**src/design/ggvc_pkg.sv**
```systemverilog
// shared types, codes and constants of the go-to-goal velocity controller
package ggvc_pkg;

    // event codes of an input request
    localparam logic [1:0] FUNC_START = 2'd0;
    localparam logic [1:0] FUNC_STEP  = 2'd1;
    localparam logic [1:0] FUNC_STOP  = 2'd2;

    // status codes of a result
    localparam logic [1:0] STATUS_INIT       = 2'd0;
    localparam logic [1:0] STATUS_RUNNING    = 2'd1;
    localparam logic [1:0] STATUS_COMPLETED  = 2'd2;
    localparam logic [1:0] STATUS_TERMINATED = 2'd3;

    // configuration register indexes
    localparam logic [2:0] CFG_GOAL_X      = 3'd0;
    localparam logic [2:0] CFG_GOAL_Y      = 3'd1;
    localparam logic [2:0] CFG_ARRIVE      = 3'd2;
    localparam logic [2:0] CFG_SPEED_GAIN  = 3'd3;
    localparam logic [2:0] CFG_TURN_GAIN   = 3'd4;
    localparam logic [2:0] CFG_SPEED_LIMIT = 3'd5;
    localparam logic [2:0] CFG_TURN_LIMIT  = 3'd6;
    localparam logic [2:0] CFG_MODE        = 3'd7;

    // mode register bits
    localparam int unsigned MODE_HOLONOMIC = 0;
    localparam int unsigned MODE_RELATIVE  = 1;

    // reset values
    localparam logic [30:0] ARRIVE_RESET = 31'd6554;
    localparam logic [30:0] UNIT_RESET   = 31'd65536;

    // chain lengths: one root bit per sqrt cell, one quotient bit per divide cell
    localparam int unsigned SQRT_CELLS = 32;
    localparam int unsigned DIV_CELLS  = 31;

    // angle constants
    localparam logic signed [20:0] PI_U16          = 21'sd205887;
    localparam logic signed [18:0] PI_Q13          = 19'sd25736;
    localparam logic signed [18:0] TWO_PI_Q13      = 19'sd51472;
    localparam logic signed [16:0] TURN_THRESH_Q13 = 17'sd2859;

    typedef struct packed {
        logic [1:0]         func;
        logic signed [31:0] pose_x;
        logic signed [31:0] pose_y;
        logic signed [15:0] pose_heading;
    } ggvc_in_t;

    typedef struct packed {
        logic [1:0]         status;
        logic               cmd_valid;
        logic               cmd_planar;
        logic signed [31:0] vel_fwd_x;
        logic signed [31:0] vel_side_y;
        logic signed [31:0] turn_rate;
    } ggvc_out_t;

    // data handed along the sqrt / cordic chain
    typedef struct packed {
        logic [62:0]        rem;
        logic [62:0]        root;
        logic signed [34:0] cx;
        logic signed [34:0] cy;
        logic signed [20:0] cz;
        logic               zero;
        logic [1:0]         func;
        logic signed [15:0] th;
        logic signed [31:0] dx;
        logic signed [31:0] dy;
    } ggvc_cell_t;

    // result fields settled before the divide chain
    typedef struct packed {
        logic [1:0]         status;
        logic               cmd_valid;
        logic               cmd_planar;
        logic signed [31:0] vx;
        logic signed [31:0] vy;
        logic signed [31:0] rot;
        logic               use_div;
        logic               neg_x;
        logic               neg_y;
    } ggvc_res_t;

    // data handed along the divide chain
    typedef struct packed {
        logic [31:0] d;
        logic [31:0] rem_x;
        logic [30:0] low_x;
        logic [30:0] q_x;
        logic [31:0] rem_y;
        logic [30:0] low_y;
        logic [30:0] q_y;
        ggvc_res_t   res;
    } ggvc_div_t;

    // arctangent of 2^-i in units of 2^-16 rad
    function automatic logic signed [20:0] ggvc_atan(input int unsigned idx);
        logic signed [20:0] val;
        case (idx)
            0:       val = 21'sd51472;
            1:       val = 21'sd30386;
            2:       val = 21'sd16055;
            3:       val = 21'sd8150;
            4:       val = 21'sd4091;
            5:       val = 21'sd2047;
            6:       val = 21'sd1024;
            7:       val = 21'sd512;
            8:       val = 21'sd256;
            9:       val = 21'sd128;
            10:      val = 21'sd64;
            11:      val = 21'sd32;
            12:      val = 21'sd16;
            13:      val = 21'sd8;
            14:      val = 21'sd4;
            15:      val = 21'sd2;
            16:      val = 21'sd1;
            default: val = 21'sd0;
        endcase
        return val;
    endfunction

endpackage

```
**src/design/ggvc_div_cell.sv**
```systemverilog
// one cell of the divide chain: one quotient bit for the x and y lanes
module ggvc_div_cell (
    input  logic               clk,
    input  logic               rst_n,
    input  logic               en,
    input  logic               in_vld,
    input  ggvc_pkg::ggvc_div_t in_div,
    output logic               out_vld,
    output ggvc_pkg::ggvc_div_t out_div
);

    logic                vld_reg;
    ggvc_pkg::ggvc_div_t div_reg;
    ggvc_pkg::ggvc_div_t div_next;
    logic [32:0]         tx;
    logic [32:0]         ty;
    logic [32:0]         dx_diff;
    logic [32:0]         dy_diff;
    logic                ge_x;
    logic                ge_y;

    assign tx      = {in_div.rem_x, in_div.low_x[30]};
    assign ty      = {in_div.rem_y, in_div.low_y[30]};
    assign dx_diff = tx - {1'b0, in_div.d};
    assign dy_diff = ty - {1'b0, in_div.d};
    assign ge_x    = tx >= {1'b0, in_div.d};
    assign ge_y    = ty >= {1'b0, in_div.d};

    // restoring step on both lanes
    always_comb
    begin
        div_next       = in_div;
        div_next.rem_x = ge_x ? dx_diff[31:0] : tx[31:0];
        div_next.rem_y = ge_y ? dy_diff[31:0] : ty[31:0];
        div_next.low_x = {in_div.low_x[29:0], 1'b0};
        div_next.low_y = {in_div.low_y[29:0], 1'b0};
        div_next.q_x   = {in_div.q_x[29:0], ge_x};
        div_next.q_y   = {in_div.q_y[29:0], ge_y};
    end

    // valid bit
    always_ff @(posedge clk or negedge rst_n)
    begin
        if (!rst_n)
        begin
            vld_reg <= 1'b0;
        end
        else if (en)
        begin
            vld_reg <= in_vld;
        end
    end

    // payload
    always_ff @(posedge clk)
    begin
        if (en)
        begin
            div_reg <= div_next;
        end
    end

    assign out_vld = vld_reg;
    assign out_div = div_reg;

endmodule

```
**config.mk**
```make
export PLATFORM = sky130hd
export DESIGN_NAME = ggvc_div_cell
export DESIGN_NICKNAME = d
export VERILOG_FILES = /design/src/design/ggvc_pkg.sv /design/src/design/ggvc_div_cell.sv
export SDC_FILE = /design/constraint.sdc
export NUM_CORES = 1
export LEC_CHECK = 0
export ABC_AREA = 0
export BUFFER_PORTS_ARGS = -buffer_cell sky130_fd_sc_hd__buf_2
export CORE_AREA = 2 2 254 256
export DETAILED_ROUTE_END_ITERATION = 7
export DIE_AREA = 0 0 256 258
export PLACE_DENSITY = 0.56
export SLEW_MARGIN = 20
export SYNTH_ARGS = -nofsm -noshare
export SYNTH_HDL_FRONTEND = slang
export SYNTH_SLANG_ARGS = --single-unit
```
**constraint.sdc**
```tcl
create_clock -name clk -period 1 [get_ports clk]
set_clock_uncertainty 0.15 [all_clocks]
set_input_delay 0 -clock clk [delete_from_list [all_inputs] [get_ports clk]]
set_output_delay 0 -clock clk [all_outputs]
set_load 0.02 [all_outputs]
```
# --- Word-level counts from Yosys, hierarchy flattened ---
# Index checks and enable logic that the tools add are counted.
word_totals:
  wordCells: 23
  register_bits: 322
  output_inout_bits: 324
  inputBits: 327
classes:
  n_mux: 2
  addsub: 2
  n_lt_le_gt_ge: 2
ops:
  columns: ["operator", "n"]
  rows:
  - ["$ge A33 B32 Y1", 2]
  - ["$mux W32", 2]
  - ["$sub A32 B32 Y32", 2]

# --- Depth between registers and ports, before layout ---
# Gate-level depths: netlist (run 1).
depth:
  depth_word: 2
  depth_mapped: 14
  depth_no_buf: 12

# --- Worst setup path after synthesis (run 1) ---
# Ideal clock, no wire load.
synth_path:
  path_type: "in2reg"
  from: "input port in_div[309] in the netlist's numbering"
  to: "register div_reg (netlist bit out_div[189]), data pin"
  t_arrival_ns: 2.583
  stages: 13
  setup_slack_ns: -1.995
  path_buffers: 2
  t_required_ns: 0.588
  cell_sequence: "inv_1 ha_1 buf_2 a21o_1 a21o_1 a21o_1 a221oi_2 o21ai_1 a31oi_1 a21oi_2 a2111oi_4 buf_6 mux2_1"
synth_rtl:
  columns: ["item", "line", "text"]
  rows:
  - ["start, declared", "ggvc_div_cell.sv:7", "input ggvc_pkg::ggvc_div_t in_div,"]
  - ["end signal, assigned", "ggvc_div_cell.sv:59", "div_reg <= div_next;"]
  - ["end, declared", "ggvc_div_cell.sv:13", "ggvc_pkg::ggvc_div_t div_reg;"]

==> metrics.yaml, run 1 <==
critPathMaxStageDelay_ps: 320
syn_area_per_cell_um2: 14.83
endpoint: "out_div[188]"
fmax_mhz: 414.7
chipHeight_um: 258
clk-insertion-delay-late_ps: 540
crit_chain: "buf_12 -> inv_12 -> ha_4 -> a21o_1 -> a21o_1 -> a21o_1 -> a221oi_2 -> o21ai_2 -> a31oi_4 -> a21oi_4 -> a2111oi_4 -> buf_6 -> clkbuf_16 -> mux2_4"
holdWs_ps: -516.5
power_density_nw_per_um2: 1547
routed_wl_um: 73430
crit_buf_inv: 4
dr_total_vias: 13340
r2r_setup_slack_ps: 60
place_area_um2: 20430
hp-class: "in -> reg"
drt_iter0_markers: 745
portBuffers: 646
synth_edf_count: 321
cp_data_required_time_ps: 1140
grt_max_degree: 40
final_area_um2: 28230
cts_tree: "yes"
synth_common_cells: "321 x edfxtp_1, 64 x ha_1, 64 x nand2_1"
critPathKind: "in -> reg"
track_usage: 0.2066
start_util: 0.2176
grt_overflow: 0
r2r_cells: 1
syn_inst: 934
post_drt_wl_per_cell_um: 23.61
finalCritPeriodShare: 2.411
ios: 651
vdd_drop_max_uv: 1031
setup_violations: 388
cp_max_fo: 6
syn_area_um2: 13850
status: "finished, violations left"
clockRootBuffer: "clkbuf_16"
core_region_area_um2: 63650
slew_violations: 0
die_area_um2: 66050
grt_pass1_vias: 14010
rsz0062_at_grt: "yes"
clock_path_buffers: 3
ys.flop_type: "edfxtp_1"
r2r-end: "out_vld"
vias_per_cell: 4.288
post-route-util: 0.4435
drive_above_1_share: 0.5356
cp_slowest_cell: "a221oi_2"
first_pass_iters: 5
tns_ps: -160110
cp.depth: 14
die_w_um: 256
synthArstFlopShare: 0.003106
antenna_found_initial: 25
yosysMostFrequentCell: "edfxtp_1"
area_growth_pct: 103.9
ys_ff_latch: 322
layout.nets: 2613
crit_arrival_ps: 2550
crit_family: "compound AO/OA/AOI/OAI gates"
detail-route-antenna-nets: 0
post-route-min-period_ps: 2411
clk_pin_slew_ps: 60
reg2reg_from: "out_vld"
yosysUniqueCellTypes: 56
h-tree-depth: 2
maxCapViolCount: 0
ys_warn_count: 0
clkSinkCount: 322
p_leak_nw: 12.15
startpoint: "in_div[309]"
ys_seq_area_frac: 0.6979
yosys.area.top_type: "edfxtp_1"
worst_slack_ps: -1411
drcViolationCount: 0
dp_hpwl_um: 53570
critPathCaptureType: "flop"
cts_buffers: 39
crit_path_frequent_cell: "a21o_1"
synth_top_area_share: 0.6961
startpoint_type: "input pin"
gp_congestion: 0.8918
synth_area_leaders: "edfxtp_1 70%, ha_1 5.8%, mux2_1 2.2%"
grt_pass1_wl_um: 98610
rows: 93
hold_violations: 18
violations: "negative hold slack, negative setup slack"
-- flip-flops by register name, indices dropped and copies added (netlist names) --
| signal | count |
|---|---|
| out_div | 321 |
| out_vld | 1 |
-- cell usage in the layout, fill, tap and decap left out, drive strengths merged, types with 4 or more instances in the layout --
| master | instances |
|---|---|
| buf | 952 |
| edfxtp | 321 |
| dlygate4sd3 | 309 |
| nand2 | 64 |
| ha | 64 |
| o21ai | 61 |
| clkbuf | 55 |
| a21oi | 55 |
| inv | 52 |
| mux2 | 33 |
| nor2 | 30 |
| xnor2 | 30 |
| xor2 | 29 |
| a21o | 27 |
| clkinv | 17 |
| nand4 | 14 |
| nor2b | 13 |
| nand3 | 13 |
| a31oi | 12 |
| nand2b | 9 |
| diode | 7 |
| and3 | 6 |
| o21bai | 6 |
| nor3 | 6 |
| o211ai | 5 |
| or3 | 5 |
| o31a | 4 |
-- layer usage --
layer | vias to the layer above | global-route usage | part of all wire
met5 | - | 0 | 0.0027
met4 | 30 | 0.1259 | 0.065
met3 | 156 | 0.07695 | 0.083
met2 | 544 | 0.3346 | 0.47
met1 | 6478 | 0.2321 | 0.38
li1 | 6129 | - | -
-- how the worst min path moves through the flow --
stage,endpoint,cells past startpoint,start
CTS,out_div[298],1,in_div[298]
floorplan,out_vld,0,rst_n
detailed placement,out_vld,1,rst_n
global route,out_div[299],1,in_div[299]
global placement,out_vld,1,rst_n
finish,out_div[299],1,in_div[299]
-- stage by stage --
stage	setup WS [ps]	hold WS [ps]	instances	total power [mW]
final	-1411	-516.5	3110	43.66
after global routing	-1429	-557.8	3109	45.39
after CTS	-1436	-558.1	3074	42.93
after detailed placement	-2299	-372.8	2679	26.33
after global placement	-2292	-373.8	2679	26.33
after floorplan	-1817	-445.6	935	21.47
-- power breakdown --
group | leakage, nW | total (mW) | switching (mW) | internal, mW
Combinational | 8.42 | 13.2 | 6.37 | 6.80
Sequential | 3.15 | 17.2 | 0.707 | 16.5
Clock | 0.572 | 13.3 | 5.84 | 7.49
Total | 12.1 | 43.7 | 12.9 | 30.7
-- layout make-up --
| type | instances | area (um^2) |
|---|---|---|
| Tap cell | 855 | 1070 |
| Antenna cell | 7 | 17.52 |
| Multi-Input combinational cell | 537 | 5009 |
| Sequential cell | 322 | 9664 |
| Timing Repair Buffer | 1271 | 11050 |
| Clock inverter | 23 | 166.4 |
| Fill cell | 5742 | 35420 |
| Clock buffer | 46 | 1002 |
| Inverter | 49 | 254.0 |
-- cell families (layout without fill, tap and decap cells) --
| family | Yosys count | in the layout | synth area share |
|---|---|---|---|
| simple gates | 173 | 173 | 0.06009 |
| mux | 35 | 35 | 0.02828 |
| xor+xnor | 59 | 59 | 0.03732 |
| fa+ha+maj | 66 | 66 | 0.06072 |
| compound gates | 202 | 202 | 0.09253 |
| buf+inv | 76 | 1389 | 0.02286 |
| flops | 322 | 322 | 0.6979 |
| other cells | 1 | 9 | 0.0002708 |
-- timing repair --
| action | in CTS | in global routing |
|---|---|---|
| hold endpoints to repair | 643 | 32 |
| pin swaps | 55 | 62 |
| cloned | 4 | 10 |
| resized for setup | 556 | 259 |
| setup buffers | 23 | 14 |
| setup endpoints to repair | 388 | 526 |
| hold buffers | 301 | 11 |
Power figures use the tool's default switching activity.
==> inputs of run 2 (changes only) <==
MAX_ROUTING_LAYER = met4   (was not set)
==> run 2 against run 1 <==
Against the previous run: the run still ends with negative hold slack, negative setup slack left; fmax is 3.9% lower; cell area is 0.24% lower; sequential power hardly changed; largest cell class unchanged; largest power group unchanged; highest routed layer is now met4.
==> metrics.yaml, run 2 (synthesis gave the netlist of run 1 again) <==
status: "finished, violations left"
violations: "negative hold slack, negative setup slack"
dr_total_vias: 13280
crit_chain: "buf_12 -> inv_12 -> ha_4 -> a21o_1 -> a21o_1 -> a21o_1 -> a221oi_2 -> o21ai_2 -> a31oi_2 -> a21oi_4 -> a2111oi_4 -> buf_6 -> clkbuf_16 -> mux2_4"
clk_pin_slew_ps: 60
post-route-util: 0.4425
clockRootBuffer: "clkbuf_16"
holdPathStages: 1
cts_tree: "yes"
finalCritPeriodShare: 2.510
grt_overflow: 0
gp_congestion: 0.9234
drive_above_1_share: 0.5349
drcViolationCount: 0
rsz0062_at_grt: "yes"
p_leak_nw: 12.14
worst_slack_ps: -1510
clock_path_buffers: 3
layout.nets: 2612
clkSinkCount: 322
critPathCaptureType: "flop"
dp_hpwl_um: 53650
cp_data_required_time_ps: 1140
hp-class: "in -> reg"
post-route-min-period_ps: 2510
holdWs_ps: -501.9
drt_iter0_markers: 689
hold_violations: 319
maxCapViolCount: 0
grt_pass1_wl_um: 99760
crit_arrival_ps: 2650
post_drt_wl_per_cell_um: 23.03
track_usage: 0.2157
power_density_nw_per_um2: 1550
h-tree-depth: 2
fmax_mhz: 398.4
slew_violations: 0
chipHeight_um: 258
die_area_um2: 66050
final_cell_mix: "356 x buf_2, 321 x edfxtp_1, 319 x dlygate4sd3_1, 298 x buf_6, 264 x buf_4"
vias_per_cell: 4.253
cts_buffers: 40
grt_max_degree: 29
critPathKind: "in -> reg"
grt_pass1_vias: 14110
core_region_area_um2: 63650
cp_slowest_cell: "a2111oi_4"
first_pass_iters: 5
ios: 651
p_total_mw: 43.65
cp_max_fo: 6
detail-route-antenna-nets: 0
largest_reg_flops: 321
critPathMaxStageDelay_ps: 330
die_w_um: 256
rows: 93
clk-insertion-delay-late_ps: 540
tightest_slew_ps: 620.9
area_growth_pct: 103.4
start_util: 0.2176
startpoint_type: "input pin"
vdd_drop_max_uv: 1057
crit_path_frequent_cell: "a21o_1"
fill_cells: 5722
portBuffers: 646
slew_headroom: 0.5850
antenna_found_initial: 21
r2r_cells: 1
setup_violations: 388
final_common_cell: "buf_2"
routed_wl_um: 71870
==> run 2: final cells by class <==
class / count / area, um^2 / area share
inverter: 49 / 244.0 / 0.008664
clock inverter: 24 / 161.4 / 0.005731
timing repair buffer: 1269 / 10910 / 0.3873
clock buffer: 46 / 1023 / 0.03634
multi-input combinational: 537 / 5044 / 0.1791
antenna: 19 / 47.55 / 0.001688
tap: 855 / 1070 / 0.03799
sequential: 322 / 9664 / 0.3432
==> run 2: report_power, final <==
part | leakage, nW | switching, mW | internal, mW
sequential | 3.15 | 0.719 | 16.5
clock | 0.572 | 5.97 | 7.42
combinational | 8.42 | 6.34 | 6.74
total | 12.1 | 13.0 | 30.6
==> run 2: what timing repair did <==
item,CTS,global route
pin swaps,59,43
hold buffers,333,14
hold endpoints to repair,643,350
setup buffers,32,16
gates resized for setup,603,236
cloned,7,1
endpoints found under the setup margin,388,418
==> run 2: layer usage <==
| layer | track usage | share of wire |
|---|---|---|
| met3 | 0.08697 | 0.093 |
| met2 | 0.3358 | 0.46 |
| met1 | 0.2323 | 0.38 |
| met4 | 0.1265 | 0.068 |
| met5 | - | 0 |
==> run 2: per-stage QoR <==
| stage | instances | hold slack (ps) | setup WS (ps) | TNS, ps | area [um^2] |
|---|---|---|---|---|---|
| global placement | 2670 | -373.3 | -2260 | -137770 | 20370 |
| CTS | 3107 | -551.5 | -1545 | -188160 | 27450 |
| floorplan | 935 | -445.6 | -1817 | -104710 | 14180 |
| finish | 3121 | -501.9 | -1510 | -168640 | 28160 |
| detailed placement | 2670 | -371.9 | -2269 | -141740 | 20370 |
| global route | 3119 | -537.2 | -1555 | -190070 | 28160 |
==> run 2: worst paths after layout <==
check | start | end | slack (ps)
hold / removal | in_div[299] | out_div[299] | -500
hold reg to reg | out_vld | out_vld | 380
setup reg to reg | out_vld | out_vld | 100
max in group asynchronous | rst_n | out_vld | 450
setup / recovery | in_div[309] | out_div[184] | -1510
min in group asynchronous | rst_n | out_vld | 150
==> run 2: worst max-delay path: cells and delay by family <==
family	cells	cell delay [ps]
buffers and inverters	4	540
adder cells (fa/ha/maj)	1	200
multiplexers	1	310
AO/OA/AOI/OAI	8	1570
==> inputs of run 3 (changes only) <==
GPL_TIMING_DRIVEN = 0   (was not set)
==> run 3 against run 2 <==
Against the previous run: the run still ends with negative hold slack, negative setup slack left; critical path depth is 2 lower; flip-flop and latch count stayed put; via count is 7.1% lower; clock-buffer cell count is 6 higher; global-route usage is 0.60 points lower; core utilization is 2.5 points lower; critical endpoint is now out_div[191].
==> metrics.yaml, run 3 (synthesis gave the netlist of run 1 again) <==
clkSinkCount: 322
grt_pass1_wl_um: 96260
pwr-share-seq: 0.388
drcViolationCount: 0
rows: 93
r2r_cells: 2
startpoint_type: "input pin"
violations: "negative hold slack, negative setup slack"
portBuffers: 646
grt_max_degree: 107
final_common_cell: "buf_2"
maxCapViolCount: 0
grt_pass1_vias: 12990
routed_wl_um: 70540
critPathCaptureType: "flop"
die_area_um2: 66050
r2r-end: "out_vld"
post-route-min-period_ps: 2474
gp_congestion: 0.8894
rsz0062_at_grt: "yes"
status: "finished, violations left"
startpoint: "in_div[293]"
finalNonFillerCells: 2879
grt_overflow: 0
pwr-share-comb: 0.278
drt_iter0_markers: 713
final_area_um2: 26570
dr_total_vias: 12330
clk-insertion-delay-late_ps: 550
holdWs_ps: -515.4
p_clk_frac: 0.335
core_region_area_um2: 63650
dp_hpwl_um: 52470
clockRootBuffer: "clkbuf_16"
p_int_mw: 31.08
vias_per_cell: 4.284
finalCritPeriodShare: 2.474
power_density_nw_per_um2: 1658
tightest_slew_ps: 616.9
track_usage: 0.2097
h-tree-depth: 2
vdd_drop_max_uv: 1199
post_drt_wl_per_cell_um: 24.50
critPathKind: "in -> reg"
min-delay-start: "in_div[309]"
chipHeight_um: 258
multiInputGateArea_um2: 5233
drive_above_1_share: 0.5042
cp_max_fo: 5
hold_violations: 97
ios: 651
final_cell_mix: "358 x buf_2, 321 x edfxtp_1, 289 x dlygate4sd3_1, 282 x buf_6, 60 x buf_4"
slew_headroom: 0.5887
r2r_setup_slack_ps: -30
cp_data_required_time_ps: 1160
detail-route-antenna-nets: 0
largest_reg_flops: 321
post-place-cells: 2439
fmax_mhz: 404.1
reg2reg_from: "out_vld"
layout.nets: 2364
first_pass_iters: 5
p_leak_nw: 11.02
cts_tree: "yes"
start_util: 0.2176
place_area_um2: 18580
antenna_found_initial: 26
clock_path_buffers: 3
crit_arrival_ps: 2630
setup_violations: 389
netSwitchingPower_mw: 12.98
worst_slack_ps: -1474
die_w_um: 256
clk_pin_slew_ps: 60
regArea_um2: 9664
endpoint: "out_div[191]"
slew_violations: 0
swShare: 0.2946
hp-class: "in -> reg"
fill_cells: 5889
cts_buffers: 41
area_growth_pct: 91.89
## run 3: changes by cell type in the layout (fill, tap and decap cells not counted), moves of 4 or more
| cell | before | now |
|---|---|---|
| clkbuf_16 | 41 | 53 |
| ha_4 | 26 | 39 |
| buf_6 | 298 | 282 |
| buf_4 | 264 | 60 |
| ha_2 | 2 | 6 |
| buf_12 | 14 | 8 |
| ha_1 | 36 | 19 |
| dlygate4sd3_1 | 319 | 289 |
| clkbuf_8 | 0 | 4 |
## run 3: power groups by stage
stage | Sequential (mW) | Clock [mW] | Combinational (mW)
after floorplan | 18.8 | 0 | 2.71
after detailed placement | 17.0 | 0 | 8.16
after global routing | 17.2 | 15.8 | 12.9
after global placement | 17.2 | 0 | 8.09
after CTS | 17.0 | 15.2 | 11.3
final | 17.1 | 14.7 | 12.2
## run 3: how the worst min path moves through the flow
stage	end	slack [ps]	cells after the start
3_3_place_gp	out_vld	-370	1
2_1_floorplan	out_vld	-450	0
6_report	out_div[309]	-520	1
3_5_place_dp	out_vld	-370	1
5_1_grt	out_div[301]	-550	1
4_1_cts	out_div[302]	-570	1
## run 3: layout make-up
cell class | count | share of cell area
diodes | 21 | 0.001978
plain buffers | 12 | 0.008617
clock buffers | 52 | 0.04290
clock inverters | 23 | 0.006828
inverters | 49 | 0.01003
multi-input cells | 537 | 0.1969
flip-flops and latches | 322 | 0.3637
well taps | 855 | 0.04026
repair buffers | 1008 | 0.3288
## run 3: metal layers
metal  share of wire  global-route usage  vias to the layer above
li1                -                   -                     5676
met1            0.39              0.2301                     6061
met2            0.49              0.3495                      494
met3           0.084             0.07715                      102
met4           0.039             0.07472                        0
met5               0                   -                        -
## run 3: what timing repair did
item | in CTS | in global routing
pin swaps | 27 | 47
gates cloned | 6 | 2
endpoints found under the setup margin | 389 | 407
setup buffers | 37 | 27
hold endpoints to repair | 378 | 141
hold buffers | 289 | 18
resized for setup | 624 | 242
## run 3: critical path, stage by stage
cell and delay, ps:
buf_2 120, inv_2 100, ha_4 220, nor2b_2 160
o31a_1 300, o31a_2 430, a31oi_4 290, a311oi_4 180
a31oi_4 300, o21ai_2 80, xor2_1 170, mux2_4 280
## run 3: stage by stage
stage / util / total power, mW / hold slack, ps / setup slack [ps] / TNS [ps]
after global routing: 0.4175 / 45.83 / -551.0 / -1485 / -179950
after global placement: 0.2905 / 25.27 / -374.0 / -5284 / -1775070
after CTS: 0.3985 / 43.58 / -573.7 / -1470 / -178860
after floorplan: - / 21.47 / -445.6 / -1817 / -104710
after detailed placement: 0.2919 / 25.21 / -368.6 / -3112 / -292680
final: 0.4175 / 44.06 / -515.4 / -1474 / -159770
